<file path="src/rtl/core/rrss_pkg.sv">
package rrss_pkg;

  // fixed field widths of the ports
  localparam int CMD_W      = 2;
  localparam int COUNT_W    = 4;
  localparam int TICKS_IN_W = 16;
  localparam int RUN_W      = 3;
  localparam int CFG_IDX_W  = 1;
  localparam int CFG_DATA_W = 16;

  // configuration register indexes
  localparam logic [CFG_IDX_W-1:0] REG_THREAD_COUNT = 1'b0;
  localparam logic [CFG_IDX_W-1:0] REG_SLICE_LENGTH = 1'b1;

  localparam logic [COUNT_W-1:0]    THREAD_COUNT_RST = 4'd1;
  localparam logic [CFG_DATA_W-1:0] SLICE_LENGTH_RST = 16'd10;

  typedef enum logic [CMD_W-1:0] {
    CMD_TICK  = 2'd0,
    CMD_YIELD = 2'd1,
    CMD_SLEEP = 2'd2,
    CMD_START = 2'd3
  } cmd_t;

  typedef enum logic [1:0] {
    ST_WAITING = 2'd0,
    ST_RUNNING = 2'd1,
    ST_SLEEP   = 2'd2,
    ST_IDLE    = 2'd3
  } status_t;

  typedef enum logic [6:0] {
    S_IDLE  = 7'b0000001,
    S_AGE   = 7'b0000010,
    S_SAVE  = 7'b0000100,
    S_SCAN  = 7'b0001000,
    S_START = 7'b0010000,
    S_DONE  = 7'b0100000,
    S_SPARE = 7'b1000000
  } state_t;

endpackage

</file>
<file path="src/rtl/core/round_robin_sleep_scheduler_core.sv">
// channel   | signals                                        | direction
// ----------+------------------------------------------------+----------
// command   | command_valid, command_ready, command,         | in
//           | sleep_ticks                                    |
// result    | result_valid, result_ready, switched,          | out
//           | running_thread                                 |
// config    | write_enable, write_index, write_data          | in
//
// n is the live thread count. a tick reads all n timers, then forces a pass when the
// slice runs out; yield and sleep run a pass once started and go straight to done
// before start; start needs no sweep. the single status/timer memory port, walked one
// entry per cycle, sets these timings.
// one word in flight: command_ready is high only while the sequencer is idle.
// the result register lets the next word in while a result waits; a finished word
// holds in the done state until the result register is free.
// rst is synchronous; thread status resets through per-entry valid bits, no clear pass.
module round_robin_sleep_scheduler_core #(
  parameter int MAX_THREADS = 8,
  parameter int TICK_WIDTH  = 16
) (
  input  logic                                clk,
  input  logic                                rst,
  input  logic                                command_valid,
  output logic                                command_ready,
  input  logic [rrss_pkg::CMD_W-1:0]          command,
  input  logic [rrss_pkg::TICKS_IN_W-1:0]     sleep_ticks,
  output logic                                result_valid,
  input  logic                                result_ready,
  output logic                                switched,
  output logic [rrss_pkg::RUN_W-1:0]          running_thread,
  input  logic                                write_enable,
  input  logic [rrss_pkg::CFG_IDX_W-1:0]      write_index,
  input  logic [rrss_pkg::CFG_DATA_W-1:0]     write_data
);
  import rrss_pkg::*;

  localparam int CW = $clog2(MAX_THREADS);       // thread index width
  localparam int NW = $clog2(MAX_THREADS + 1);   // thread count width

  // truncate or zero extend a 16 bit tick value to the timer width
  function automatic logic [TICK_WIDTH-1:0] to_tick(input logic [15:0] v);
    logic [TICK_WIDTH+15:0] w;
    w = (TICK_WIDTH + 16)'(v);
    return w[TICK_WIDTH-1:0];
  endfunction

  // round-robin successor, wrapping at the live count
  function automatic logic [CW-1:0] wrap_next(input logic [CW-1:0] a,
                                              input logic [NW-1:0] n);
    logic [NW-1:0] p;
    p = NW'(a) + NW'(1);
    return (p >= n) ? '0 : CW'(p);
  endfunction

  // configuration
  logic [COUNT_W-1:0]    thread_count;
  logic [CFG_DATA_W-1:0] slice_length;

  // scheduler state
  state_t                state;
  logic                  started;
  logic [CW-1:0]         current_thread;
  logic [TICK_WIDTH-1:0] slice_remaining;
  cmd_t                  cur_cmd;
  logic [TICK_WIDTH-1:0] cur_ticks;
  logic                  sw;

  // per-thread storage; timers are only read for sleepers, which always got one written
  status_t               status_mem [MAX_THREADS];
  logic [TICK_WIDTH-1:0] nap_mem    [MAX_THREADS];
  logic [MAX_THREADS-1:0] status_vld;

  // read sweep: address issue and registered read data
  logic                  issue_on;
  logic [CW-1:0]         rd_addr;
  logic [NW-1:0]         iss_cnt;
  logic                  rd_en;
  logic                  pv_q;
  logic                  last_q;
  logic [CW-1:0]         idx_q;
  status_t               status_q;
  logic                  vld_q;
  logic [TICK_WIDTH-1:0] nap_q;

  // write port controls
  logic                  st_we;
  logic [CW-1:0]         st_wa;
  status_t               st_wd;
  logic                  nap_we;
  logic [CW-1:0]         nap_wa;
  logic [TICK_WIDTH-1:0] nap_wd;

  // derived values
  logic [NW+3:0]         tc_wide;
  logic [NW-1:0]         live_n;
  logic [TICK_WIDTH-1:0] slice_cfg;
  logic [TICK_WIDTH-1:0] reload;
  status_t               eff_status;
  logic [TICK_WIDTH-1:0] nap_dec;
  logic                  scan_hit;
  logic                  start_ok;
  logic [CW+2:0]         cur_ext;

  always_comb begin
    // zero threads counts as one, more than the table holds is clamped
    tc_wide = (NW + 4)'(thread_count);
    if (tc_wide == '0) begin
      live_n = NW'(1);
    end else if (tc_wide > (NW + 4)'(MAX_THREADS)) begin
      live_n = NW'(MAX_THREADS);
    end else begin
      live_n = NW'(tc_wide);
    end
    slice_cfg = to_tick(slice_length);
    reload    = (slice_cfg == '0) ? TICK_WIDTH'(1) : slice_cfg;
    // entries never written read as their reset status
    if (vld_q) begin
      eff_status = status_q;
    end else begin
      eff_status = (idx_q == '0) ? ST_IDLE : ST_WAITING;
    end
    nap_dec  = (nap_q != '0) ? nap_q - TICK_WIDTH'(1) : '0;
    // eligible: not idle thread, not sleeping, not idle status
    scan_hit = (state == S_SCAN) && pv_q && (idx_q != '0) &&
               (eff_status != ST_SLEEP) && (eff_status != ST_IDLE);
    start_ok = !started && (live_n >= NW'(2));
    rd_en    = ((state == S_AGE) || (state == S_SCAN)) && issue_on && !scan_hit;
    cur_ext  = (CW + 3)'(current_thread);
  end

  // memory write selection
  always_comb begin
    st_we  = 1'b0;
    st_wa  = idx_q;
    st_wd  = ST_WAITING;
    nap_we = 1'b0;
    nap_wa = idx_q;
    nap_wd = nap_dec;
    unique case (state)
      S_AGE: begin
        // age a sleeper, wake it when the timer hits zero
        if (pv_q && (eff_status == ST_SLEEP)) begin
          nap_we = 1'b1;
          if (nap_dec == '0) begin
            st_we = 1'b1;
          end
        end
      end
      S_SAVE: begin
        // park the outgoing thread; a sleep command also loads its timer, except for the idle thread
        st_we = 1'b1;
        st_wa = current_thread;
        if (current_thread == '0) begin
          st_wd = ST_IDLE;
        end else if (cur_cmd == CMD_SLEEP) begin
          st_wd = ST_SLEEP;
        end else begin
          st_wd = ST_WAITING;
        end
        nap_we = (cur_cmd == CMD_SLEEP) && (current_thread != '0);
        nap_wa = current_thread;
        nap_wd = cur_ticks;
      end
      S_SCAN: begin
        if (scan_hit) begin
          st_we = 1'b1;
          st_wd = ST_RUNNING;
        end
      end
      S_START: begin
        if (start_ok) begin
          st_we = 1'b1;
          st_wa = CW'(1);
          st_wd = ST_RUNNING;
        end
      end
      default: begin
      end
    endcase
  end

  // status and timer memories, registered read
  always_ff @(posedge clk) begin
    if (st_we) begin
      status_mem[st_wa] <= st_wd;
    end
    if (nap_we) begin
      nap_mem[nap_wa] <= nap_wd;
    end
    if (rd_en) begin
      status_q <= status_mem[rd_addr];
      nap_q    <= nap_mem[rd_addr];
      vld_q    <= status_vld[rd_addr];
      idx_q    <= rd_addr;
      last_q   <= (iss_cnt == live_n - NW'(1));
    end
  end

  assign command_ready = (state == S_IDLE);

  always_ff @(posedge clk) begin
    if (rst) begin
      state           <= S_IDLE;
      started         <= 1'b0;
      current_thread  <= '0;
      slice_remaining <= '0;
      thread_count    <= THREAD_COUNT_RST;
      slice_length    <= SLICE_LENGTH_RST;
      status_vld      <= '0;
      issue_on        <= 1'b0;
      pv_q            <= 1'b0;
      sw              <= 1'b0;
      result_valid    <= 1'b0;
    end else begin
      if (write_enable) begin
        unique case (write_index)
          REG_THREAD_COUNT: thread_count <= write_data[COUNT_W-1:0];
          REG_SLICE_LENGTH: slice_length <= write_data;
        endcase
      end

      // one read per cycle over the sweep, stop after n entries
      pv_q <= rd_en;
      if (rd_en) begin
        rd_addr <= wrap_next(rd_addr, live_n);
        iss_cnt <= iss_cnt + NW'(1);
        if (iss_cnt == live_n - NW'(1)) begin
          issue_on <= 1'b0;
        end
      end

      if (st_we) begin
        status_vld[st_wa] <= 1'b1;
      end

      // the done state reloads the register itself when it is taken
      if (result_valid && result_ready && (state != S_DONE)) begin
        result_valid <= 1'b0;
      end

      unique case (state)
        S_IDLE: begin
          if (command_valid) begin
            cur_cmd   <= cmd_t'(command);
            cur_ticks <= to_tick(sleep_ticks);
            sw        <= 1'b0;
            unique case (cmd_t'(command))
              CMD_TICK: begin
                rd_addr  <= '0;
                iss_cnt  <= '0;
                issue_on <= 1'b1;
                state    <= S_AGE;
              end
              CMD_YIELD, CMD_SLEEP: begin
                state <= started ? S_SAVE : S_DONE;
              end
              CMD_START: begin
                state <= S_START;
              end
            endcase
          end
        end
        S_AGE: begin
          // after the last timer, count down the slice once started; a used-up slice starts a pass
          if (pv_q && last_q) begin
            if (!started) begin
              state <= S_DONE;
            end else if (slice_remaining <= TICK_WIDTH'(1)) begin
              state <= S_SAVE;
            end else begin
              slice_remaining <= slice_remaining - TICK_WIDTH'(1);
              state           <= S_DONE;
            end
          end
        end
        S_SAVE: begin
          rd_addr  <= wrap_next(current_thread, live_n);
          iss_cnt  <= '0;
          issue_on <= 1'b1;
          state    <= S_SCAN;
        end
        S_SCAN: begin
          if (scan_hit) begin
            current_thread  <= idx_q;
            slice_remaining <= reload;
            sw              <= 1'b1;
            issue_on        <= 1'b0;
            state           <= S_DONE;
          end else if (pv_q && last_q) begin
            // full pass found nobody, fall back to idle
            current_thread  <= '0;
            slice_remaining <= reload;
            sw              <= 1'b1;
            state           <= S_DONE;
          end
        end
        S_START: begin
          if (start_ok) begin
            started         <= 1'b1;
            current_thread  <= CW'(1);
            slice_remaining <= reload;
            sw              <= 1'b1;
          end
          state <= S_DONE;
        end
        S_DONE: begin
          if (!result_valid || result_ready) begin
            result_valid   <= 1'b1;
            switched       <= sw;
            running_thread <= cur_ext[2:0];
            state          <= S_IDLE;
          end
        end
        default: begin
          state <= S_IDLE;
        end
      endcase
    end
  end

  // start is the only way in to the started state
  a_start_src: assert property (@(posedge clk) disable iff (rst)
    $rose(started) |-> $past(state == S_START))
    else $error("started rose outside the start step");

  // before start the idle thread is the one running
  a_idle_before_start: assert property (@(posedge clk) disable iff (rst)
    !started |-> (current_thread == '0))
    else $error("thread selected before start");

  // a word in flight blocks the next one
  a_one_word: assert property (@(posedge clk) disable iff (rst)
    (command_valid && command_ready) |=> !command_ready)
    else $error("second word taken while busy");

  // a sweep never reads more than the live thread count
  a_sweep_len: assert property (@(posedge clk) disable iff (rst)
    ((state == S_AGE) || (state == S_SCAN)) |-> (iss_cnt <= live_n))
    else $error("sweep ran past the thread count");

endmodule
</file>
<file path="config.mk">
export PLATFORM = sky130hd
export DESIGN_NAME = round_robin_sleep_scheduler_core
export DESIGN_NICKNAME = d
export VERILOG_FILES = /design/src/rtl/core/rrss_pkg.sv /design/src/rtl/core/round_robin_sleep_scheduler_core.sv
export SDC_FILE = /design/constraint.sdc
export NUM_CORES = 1
export LEC_CHECK = 0
export BUFFER_PORTS_ARGS = -buffer_cell sky130_fd_sc_hd__buf_2
export CORE_UTILIZATION = 29
export CTS_BUF_LIST = sky130_fd_sc_hd__clkbuf_8
export CTS_CLUSTER_SIZE = 14
export DETAILED_ROUTE_END_ITERATION = 12
export GPL_ROUTABILITY_DRIVEN = 0
export GPL_TIMING_DRIVEN = 0
export PLACE_DENSITY_LB_ADDON = 0.25
export SETUP_SLACK_MARGIN = 0.4
export SKIP_LAST_GASP = 1
export SYNTH_ARGS = -nofsm -noshare
export SYNTH_HDL_FRONTEND = slang
export SYNTH_SLANG_ARGS = --single-unit
</file>
<file path="constraint.sdc">
create_clock -name clk -period 3.2 [get_ports clk]
set_input_delay 0.64 -clock clk [delete_from_list [all_inputs] [get_ports clk]]
set_output_delay 0.64 -clock clk [all_outputs]
set_load 0.05 [all_outputs]
</file>
* Word-level counts from Yosys, hierarchy flattened
Memories as Yosys holds them, arrays and structs flattened. A register that Yosys moved wholly into a read port is not among the register bits.
Cells that the tools add are included.
Widths: inputs -> output; s select.
** Word-level totals
- Output and inout port bits :: 6
- Register bits :: 93
- Memories kept :: 2
- Input port bits :: 40
- Word-level logic and storage cells :: 176
- RAM bits :: 144
** Memory list
- nap_mem :: depth 8, bits a word 16, rd ports 1, clocked after memory_dff 1, wr ports 1, line round_robin_sleep_scheduler_core.sv:70 : logic [TICK_WIDTH-1:0] nap_mem [MAX_THREADS];
- status_mem :: depth 8, bits a word 2, rd ports 1, clocked after memory_dff 1, wr ports 1, line round_robin_sleep_scheduler_core.sv:69 : status_t status_mem [MAX_THREADS];
** Cells by class
- Reduce and logical (&&, ||, !) cells :: 40
- Equal/unequal tests :: 22
- Magnitude comparators :: 8
- $add $sub $neg :: 6
- Bitwise logic cells :: 3
- Mux-type cells :: 75
** Operators with widths (count)
- $mux 16 :: 9
- $pmux 16 s3 :: 1
- $pmux 7 s6 :: 1
- $mux 7 :: 5
- $logic_not 16->1 :: 2
- $sub 16x1->16 const B :: 2
- $mux 3 :: 10
- $mux 1 :: 25
- $pmux 7 s3 :: 1
- $mux 4 :: 5
- $mux 6 :: 3
- $pmux 3 s2 :: 3
- $le 16x1->1 const B :: 1
- $reduce_bool 16->1 :: 1
- $ne 2x2->1 const B :: 7
- $logic_and 1x1->1 :: 13
- $reduce_bool 3->1 :: 4
- $reduce_and 3->1 :: 3
- $add 3x1->4 const B :: 2
- $eq 2x2->1 const B :: 4
- $ge 4x4->1 :: 2
- $lt 3x4->1 const B :: 2
- $mux 2 :: 4
- $or 8x8->8 :: 1
- other kinds (34) :: 43

* Longest topological paths before layout
Gate-level depths: netlist (run 1).
- Depth after elaboration :: 12
- Depth in mapped cells :: 11
- Mapped depth without buffers :: 11

* Worst setup path before layout (run 1)
No wires, ideal clock.
- Path type :: register to register
- Start point :: reg state[5]
- End point :: mem nap_mem[0][0] (enable)
- Path buffers :: 1
- Setup slack :: -43 ps
- Arrival time :: 2854 ps
- Setup time :: 388 ps
- Clock period less this slack :: 3243 ps
- Required time :: 2812 ps
- Cell stages (with the launch flop) :: 8
- Path through :: dfxtp_1 > or4_4 > or3b_2 > clkbuf_1 > or3b_1 > o21ai_1 > nand2_1 > nor2_1
** On the way
- Cells in the longest elaborated chain, start to end :: 4
- Elaborated cells between the ends (all ways) :: 6
- Those cells by class :: eq/ne (2); mux (4)
** RTL lines
- start, declared :: line round_robin_sleep_scheduler_core.sv:60 : state_t state;
- start signal, assigned :: line round_robin_sleep_scheduler_core.sv:255 : state <= started ? S_SAVE : S_DONE;
- $eq 7x3->1 or $eq 7x2->1 (tied branches) :: line round_robin_sleep_scheduler_core.sv:139 : unique case (state)
- $pmux 1 s2 :: line round_robin_sleep_scheduler_core.sv:139
- $mux 1 :: line round_robin_sleep_scheduler_core.sv:187 : if (nap_we) begin
- $mux 1 (implied by the code) :: line round_robin_sleep_scheduler_core.sv:188 : nap_mem[nap_wa] <= nap_wd;
- end, declared :: line round_robin_sleep_scheduler_core.sv:70
Several ways; a longest one is shown, not always the timed one.

* Worst setup path in the final report (run 1)
- Start point :: reg state[0]
- End point :: mem nap_mem[7][11] (enable)
The elaborated chain is that of the path after synthesis.

==> results of run 1 <==
## worst max-delay path, stage by stage (launching register included)
cell and delay [ns]:
dfxtp_4 0.35, or4_4 0.53, or3b_4 0.41, clkbuf_16 0.16, or3b_4 0.38, o21ai_4 0.08, buf_4 0.15, nand2b_4 0.10
nor2_4 0.15, buf_12 0.20
## synthesized netlist by cell type (5+ instances only)
cell / number / area [um^2]
o21ai_0: 35 / 175
a31oi_1: 5 / 31.3
a211oi_1: 6 / 45.0
inv_1: 24 / 90.1
o31ai_1: 11 / 82.6
nand3_1: 12 / 60.1
nor2_1: 55 / 206
mux2_2: 18 / 203
a22oi_1: 8 / 60.1
xor2_1: 9 / 78.8
o211ai_1: 7 / 52.6
buf_1: 6 / 22.5
xnor2_1: 9 / 78.8
nor4_1: 10 / 62.6
and2_1: 5 / 31.3
o32ai_1: 8 / 70.1
clkbuf_1: 31 / 116
ha_1: 17 / 213
nand2b_1: 13 / 81.3
and3_1: 5 / 31.3
nand2_1: 103 / 387
nor2b_1: 8 / 50.1
a21oi_1: 49 / 245
edfxtp_1: 196 / 5890
nor3_1: 26 / 130
mux4_2: 38 / 856
dfxtp_1: 58 / 1160
## path summary, 6_finish.rpt
path,from,to,slack [ns]
setup reg to reg,state[0]$_SDFFE_PP1P_,nap_mem[7][11]$_DFFE_PP_,0.36
hold reg to reg,status_vld[4]$_SDFFE_PP0P_,status_vld[4]$_SDFFE_PP0P_,0.45
hold / removal,sleep_ticks[9],cur_ticks[9]$_DFFE_PP_,0.25
setup / recovery,state[0]$_SDFFE_PP1P_,nap_mem[7][11]$_DFFE_PP_,0.36
## through the flow
stage | power (mW) | instance area (um^2) | hold slack (ns) | worst slack [ns] | TNS, ns
after CTS | 7.41 | 13600 | 0.213 | 0.340 | 0
after global routing | 7.63 | 13900 | 0.220 | 0.306 | 0
final | 7.33 | 13900 | 0.249 | 0.361 | 0
after global placement | 4.40 | 12100 | 0.428 | -0.534 | -12.67
after floorplan | 4.19 | 11200 | 0.406 | 0.400 | 0
after detailed placement | 4.41 | 12100 | 0.439 | -0.482 | -9.40
## power by group through the flow
stage	sequential, mW	clock, mW	combinational (mW)
detailed placement	3.73	0	0.687
finish	3.66	2.95	0.721
floorplan	3.71	0	0.483
global placement	3.73	0	0.670
CTS	3.66	3.04	0.706
global route	3.67	3.17	0.795
## metal layers
layer  routed length [um]  track usage  vias to the layer above
li1                     -            -                     3516
met3                 1170       0.0259                       59
met1                13000        0.197                     3753
met2                13600        0.244                      160
met4                  736       0.0474                        2
met5                   15            0                        -
## cells in the final DEF, fill, tap and decap left out, drive strengths merged, types with 5 or more instances in the layout
master,instances
xor2,9
o211ai,7
clkbuf,79
nand3,12
mux2,18
nand2,103
or2,5
o32ai,10
a211oi,6
edfxtp,196
bufinv,5
and3,5
nor3,30
and2,5
ha,17
nor2,55
nor2b,8
nor4,12
dfxtp,58
buf,91
o31ai,11
clkinv,12
a22oi,8
mux4,38
xnor2,9
a21oi,49
o21ai,39
inv,42
nand2b,13
a31oi,5
## final cells by class
class	instances	area, um^2
Clock buffer	45	619
Timing Repair inverter	1	8.76
Timing Repair Buffer	87	777
Buffer	40	219
Inverter	26	124
Clock inverter	32	248
Tap cell	511	639
Sequential cell	254	7050
Fill cell	3627	23900
Multi-Input combinational cell	528	4200
## registers in the layout, indices dropped and copies added, names as in the netlist, 2 cells and up
name and cells:
slice_remaining 16, rd_addr 3, nap_mem 128, running_thread 3
current_thread 3, cur_cmd 2, state 6, status_q 2
iss_cnt 4, cur_ticks 16, thread_count 4, nap_q 16
slice_cfg 16, status_vld 8, idx_q 3, status_mem 16
## logic make-up (layout without fill, tap and decap cells)
family          count (synthesis)  after routing  share of synthesized area
fa+ha+maj                      17             17                     0.0191
compound gates                161            161                     0.0923
xor+xnor                       18             18                     0.0141
flops                         254            254                      0.632
simple gates                  272            272                      0.120
buf+inv                        66            231                     0.0237
mux                            60             60                     0.0985
## repair_timing
| action | CTS | global route |
|---|---|---|
| gates resized for setup | 47 | 40 |
| setup buffers | 29 | 10 |
| pin swaps | 14 | 17 |
| cloned | 2 | 2 |
| setup endpoints to repair | 304 | 277 |
==> reports/qor.yml, run 1 <==
run_status:
  status: "completed"
floorplanning:
  die_w_um: 198
  die_area_um2: 39200
  initial_utilization: 0.295
  core-area_um2: 37800
  num_rows: 71
  pin_count: 46
  die_y_um: 198
timing:
  rsz0062_at_grt: "yes"
  hold_viol: 0
  period_minus_slack_ns: 2.84
  fin_skew_ns: 0.0441
  setup_viol: 0
  min_period_over_period: 0.887
  timing.fmax_mhz: 352
  drv_slew: 0
  relSlewSlack: 0.405
  tightestPinTransition_ns: 0.884
pwr:
  p_comb_frac: 0.098
  seqPwrFrac: 0.499
  p_sw_frac: 0.243
  leakage_nw: 4.69
  p_int_mw: 5.54
  p_clk_frac: 0.402
  vdd_drop_max_mv: 0.229
  powerDensity_nw_per_um2: 528
  switching_power_mw: 1.78
routing:
  vias: 7490
  drt_first_pass_iters: 5
  dr.first_iter.drc_count: 479
  wirelength_um: 28500
  via_per_inst: 4.91
  wl_per_cell_um: 18.7
  ant_nets: 0
  drc: 0
synth:
  synth_edf_count: 196
  synth_cell_types: 67
  syn_area_um2: 11200
  async_flop_share: 0
  netlist_instances: 848
  yosys_warnings: 0
  synth_area_per_cell_um2: 13.2
  yosysSeqAreaShare: 0.632
  synth_ff_type: "edfxtp_1"
  synth-seq-cells: 254
  synth_fp_nets: 905
cells_and_area:
  final_util: 0.368
  antenna_cells: 0
  drive_gt1_frac: 0.270
  stdcell_count: 1524
  layout.nets: 1039
  areaGrowthSynthToFinish_pct: 24.5
worst_setup_path:
  criticalPathCategory: "reg -> reg"
  path_max_fanout: 16
  setup.worst_path.start_class: "flop"
  cp-end-kind: "flop"
  r2r_cells: 9
  critical_path_required_ns: 3.46
  crit_arrival_ns: 3.10
clock_tree:
  clock-sinks: 254
  cts_tree: "done"
  cts_hold_buf: 0
  insertion_delay_ns: 0.57
  htreeDepth: 2
  path_clk_slew_ns: 0.06
  cts-buffers-inserted: 44
  root_buffer: "clkbuf_8"
  cts.path.max_buffers: 3
global_routing:
  grt_usage: 0.148
  grt_pass1_vias: 7474
  grt_pass1_wl_um: 43800
  grt_max_degree: 31
  antenna_found_initial: 1
  gr-total-overflow: 0
place:
  dp.cells: 1404
  io_buffer_count: 44
  post-dp-hpwl_um: 18100
job:
  maxCapViolCount: 0
worst_hold_path:
  worstHoldPathType: "in -> reg"
  holdPathStages: 1
Note: power is estimated with default switching activity, not from simulation.
==> inputs of run 2 (changes only) <==
--- a/config.mk
+++ b/config.mk
@@ -6,6 +6,7 @@
 export NUM_CORES = 1
 export LEC_CHECK = 0
 export BUFFER_PORTS_ARGS = -buffer_cell sky130_fd_sc_hd__buf_2
+export CORE_ASPECT_RATIO = 0.9
 export CORE_UTILIZATION = 29
 export CTS_BUF_LIST = sky130_fd_sc_hd__clkbuf_8
 export CTS_CLUSTER_SIZE = 14
==> run 2 against run 1 <==
Sequential power about the same. Critical path depth unchanged. Via count is 1.4% lower. First-iteration DRC count up 1.7%. Die area is essentially flat. Final cell count shrank 2.2%. Register-to-register slack barely moved.
==> reports/qor.yml, run 2 (synthesized netlist as in run 1, its figures left out) <==
timing:
  setup_viol: 0  # unchanged
  fin_skew_ns: 0.0128  # -0.0314 ns
  hold_viol: 0  # unchanged
  timing.fmax_mhz: 353  # +0.12%
  timing.hold.ws_ns: 0.237  # -0.0110 ns
  tightestPinTransition_ns: 0.902  # +0.0181 ns
  relSlewSlack: 0.393  # -0.0121
  rsz0062_at_grt: "yes"
  drv_slew: 0  # unchanged
  period_minus_slack_ns: 2.84  # -0.00329 ns
  min_period_over_period: 0.886  # -0.00103
cells_and_area:
  layout_commonest_cell: "edfxtp_1"
  layout.nets: 1033  # -0.58%
  stdcell_count: 1491  # -2.2%
  top_register: "nap_mem"
  final_cell_mix: "edfxtp_1, nand2_1, dfxtp_1"
  antenna_cells: 0  # unchanged
  final_util: 0.365  # -0.00282
  largest_reg_flops: 128  # unchanged
  design_area_um2: 13700  # -1.3%
  drive_gt1_frac: 0.261  # -0.00957
  areaGrowthSynthToFinish_pct: 22.9
clock_tree:
  cts_tree: "done"
  clock-sinks: 254  # unchanged
  htreeDepth: 2  # unchanged
  insertion_delay_ns: 0.58  # about the same
  cts.path.max_buffers: 3  # unchanged
  path_clk_slew_ns: 0.06  # about the same
  cts_hold_buf: 0  # unchanged
  cts-buffers-inserted: 44  # unchanged
  root_buffer: "clkbuf_8"
routing:
  via_per_inst: 4.95  # +0.75%
  ant_nets: 0  # unchanged
  drt_first_pass_iters: 5  # unchanged
  vias: 7383  # -1.4%
  wl_per_cell_um: 19.0  # +1.5%
  drc: 0  # unchanged
  dr.first_iter.drc_count: 487  # +1.7%
  wirelength_um: 28300  # -0.74%
worst_setup_path:
  cp_slowest_cell: "or4_4"
  critical_path_required_ns: 3.47  # about the same
  cp-end-kind: "flop"
  criticalPathCategory: "reg -> reg"
  timing.critical_path.mode_cell: "or3b_4"
  critPathMaxStageDelay_ns: 0.55  # +0.02 ns
  reg2reg_from: "state[5]$_SDFFE_PP0P_"
  crit_arrival_ns: 3.11  # about the same
  path_max_fanout: 15  # -1
  cp.buffers_inverters: 3  # unchanged
  setup.worst_path.start_class: "flop"
  crit_path_start: "state[5]$_SDFFE_PP0P_"
  path_cells: "or4_4, or3b_4, clkbuf_16, or3b_4, o21ai_4, buf_6, nand2b_4, nor2_4, buf_12"
  path_delay_family: "simple AND/OR/NAND/NOR gates"
global_routing:
  grt_use_met3: 0.0280  # +0.00208
  top_usage_layer: "met2"
  grt_pass1_wl_um: 43600  # -0.55%
  met1_usage: 0.211  # +0.0139
  grtUsageMet2: 0.216  # -0.0278
  grt_usage: 0.145  # -0.00326
  antenna_found_initial: 0  # -1
  grt_max_degree: 31  # unchanged
  grt_pass1_vias: 7348  # -1.7%
  gr-total-overflow: 0  # unchanged
run_status:
  status: "completed"
floorplanning:
  num_rows: 67  # -5.6%
  pin_count: 46  # unchanged
  die_y_um: 188  # -5.1%
  die_w_um: 209  # +5.4%
  die_area_um2: 39200  # about the same
  initial_utilization: 0.297  # +0.00156
  core-area_um2: 37600  # -0.53%
job:
  maxCapViolCount: 0  # unchanged
worst_hold_path:
  worstHoldPathType: "in -> reg"
  hold_start: "sleep_ticks[8]"
pwr:
  leakage_nw: 4.63  # -1.3%
  p_int_mw: 5.35  # -3.5%
  p_sw_frac: 0.252  # +0.00893
  vdd_drop_max_mv: 0.247  # +8.1%
  powerDensity_nw_per_um2: 522  # -1.1%
  p_clk_frac: 0.389  # -0.013
  seqPwrFrac: 0.512  # +0.013
  switching_power_mw: 1.81  # +1.2%
  p_comb_frac: 0.099  # about the same
place:
  placed_cell_area_um2: 12100  # -0.29%
  io_buffer_count: 44  # unchanged
  dp.cells: 1376  # -2.0%
  post-dp-hpwl_um: 17900  # -1.3%
[run 2: cell type report]
| cell class | instances | area, um^2 |
|---|---|---|
| well taps | 483 | 604 |
| clock inverters | 31 | 171 |
| repair inverters | 1 | 8.76 |
| fillers | 3614 | 23800 |
| plain buffers | 40 | 220 |
| flip-flops and latches | 254 | 7050 |
| inverters | 26 | 124 |
| repair buffers | 81 | 699 |
| clock buffers | 47 | 647 |
| multi-input cells | 528 | 4180 |
[run 2: per-stage QoR]
step | setup WS (ns) | total power, mW | TNS (ns)
detailed placement | -0.426 | 4.41 | -9.85
global route | 0.277 | 7.46 | 0
CTS | 0.319 | 7.24 | 0
global placement | -0.431 | 4.40 | -11.08
finish | 0.364 | 7.15 | 0
floorplan | 0.400 | 4.19 | 0
[run 2: worst paths after layout]
path / to / slack [ns] / depth (start not counted)
hold / removal: cur_ticks[8]$_DFFE_PP_ / 0.24 / 1
hold reg to reg: idx_q[2]$_DFFE_PP_ / 0.45 / 0
setup reg to reg: nap_mem[7][0]$_DFFE_PP_ / 0.36 / 9
setup / recovery: nap_mem[7][0]$_DFFE_PP_ / 0.36 / 9
[run 2: layer usage]
metal / part of all wire / up-vias
met2: 0.44 / 174
met4: 0.018 / 0
met3: 0.052 / 39
li1: - / 3492
met5: 0 / -
met1: 0.49 / 3678
[run 2: what timing repair did]
action	in CTS	in global routing
gates cloned	1	2
endpoints found under the setup margin	312	256
pin swaps	12	12
resized for setup	39	46
hold endpoints to repair	0	0
setup buffers	26	8
[run 2: power by group through the flow]
stage                     combinational, mW  clock [mW]  sequential [mW]
after floorplan                       0.483           0             3.71
after global placement                0.672           0             3.73
after detailed placement              0.685           0             3.73
after CTS                             0.699        2.88             3.66
after global routing                  0.781        3.01             3.67
final                                 0.707        2.78             3.66
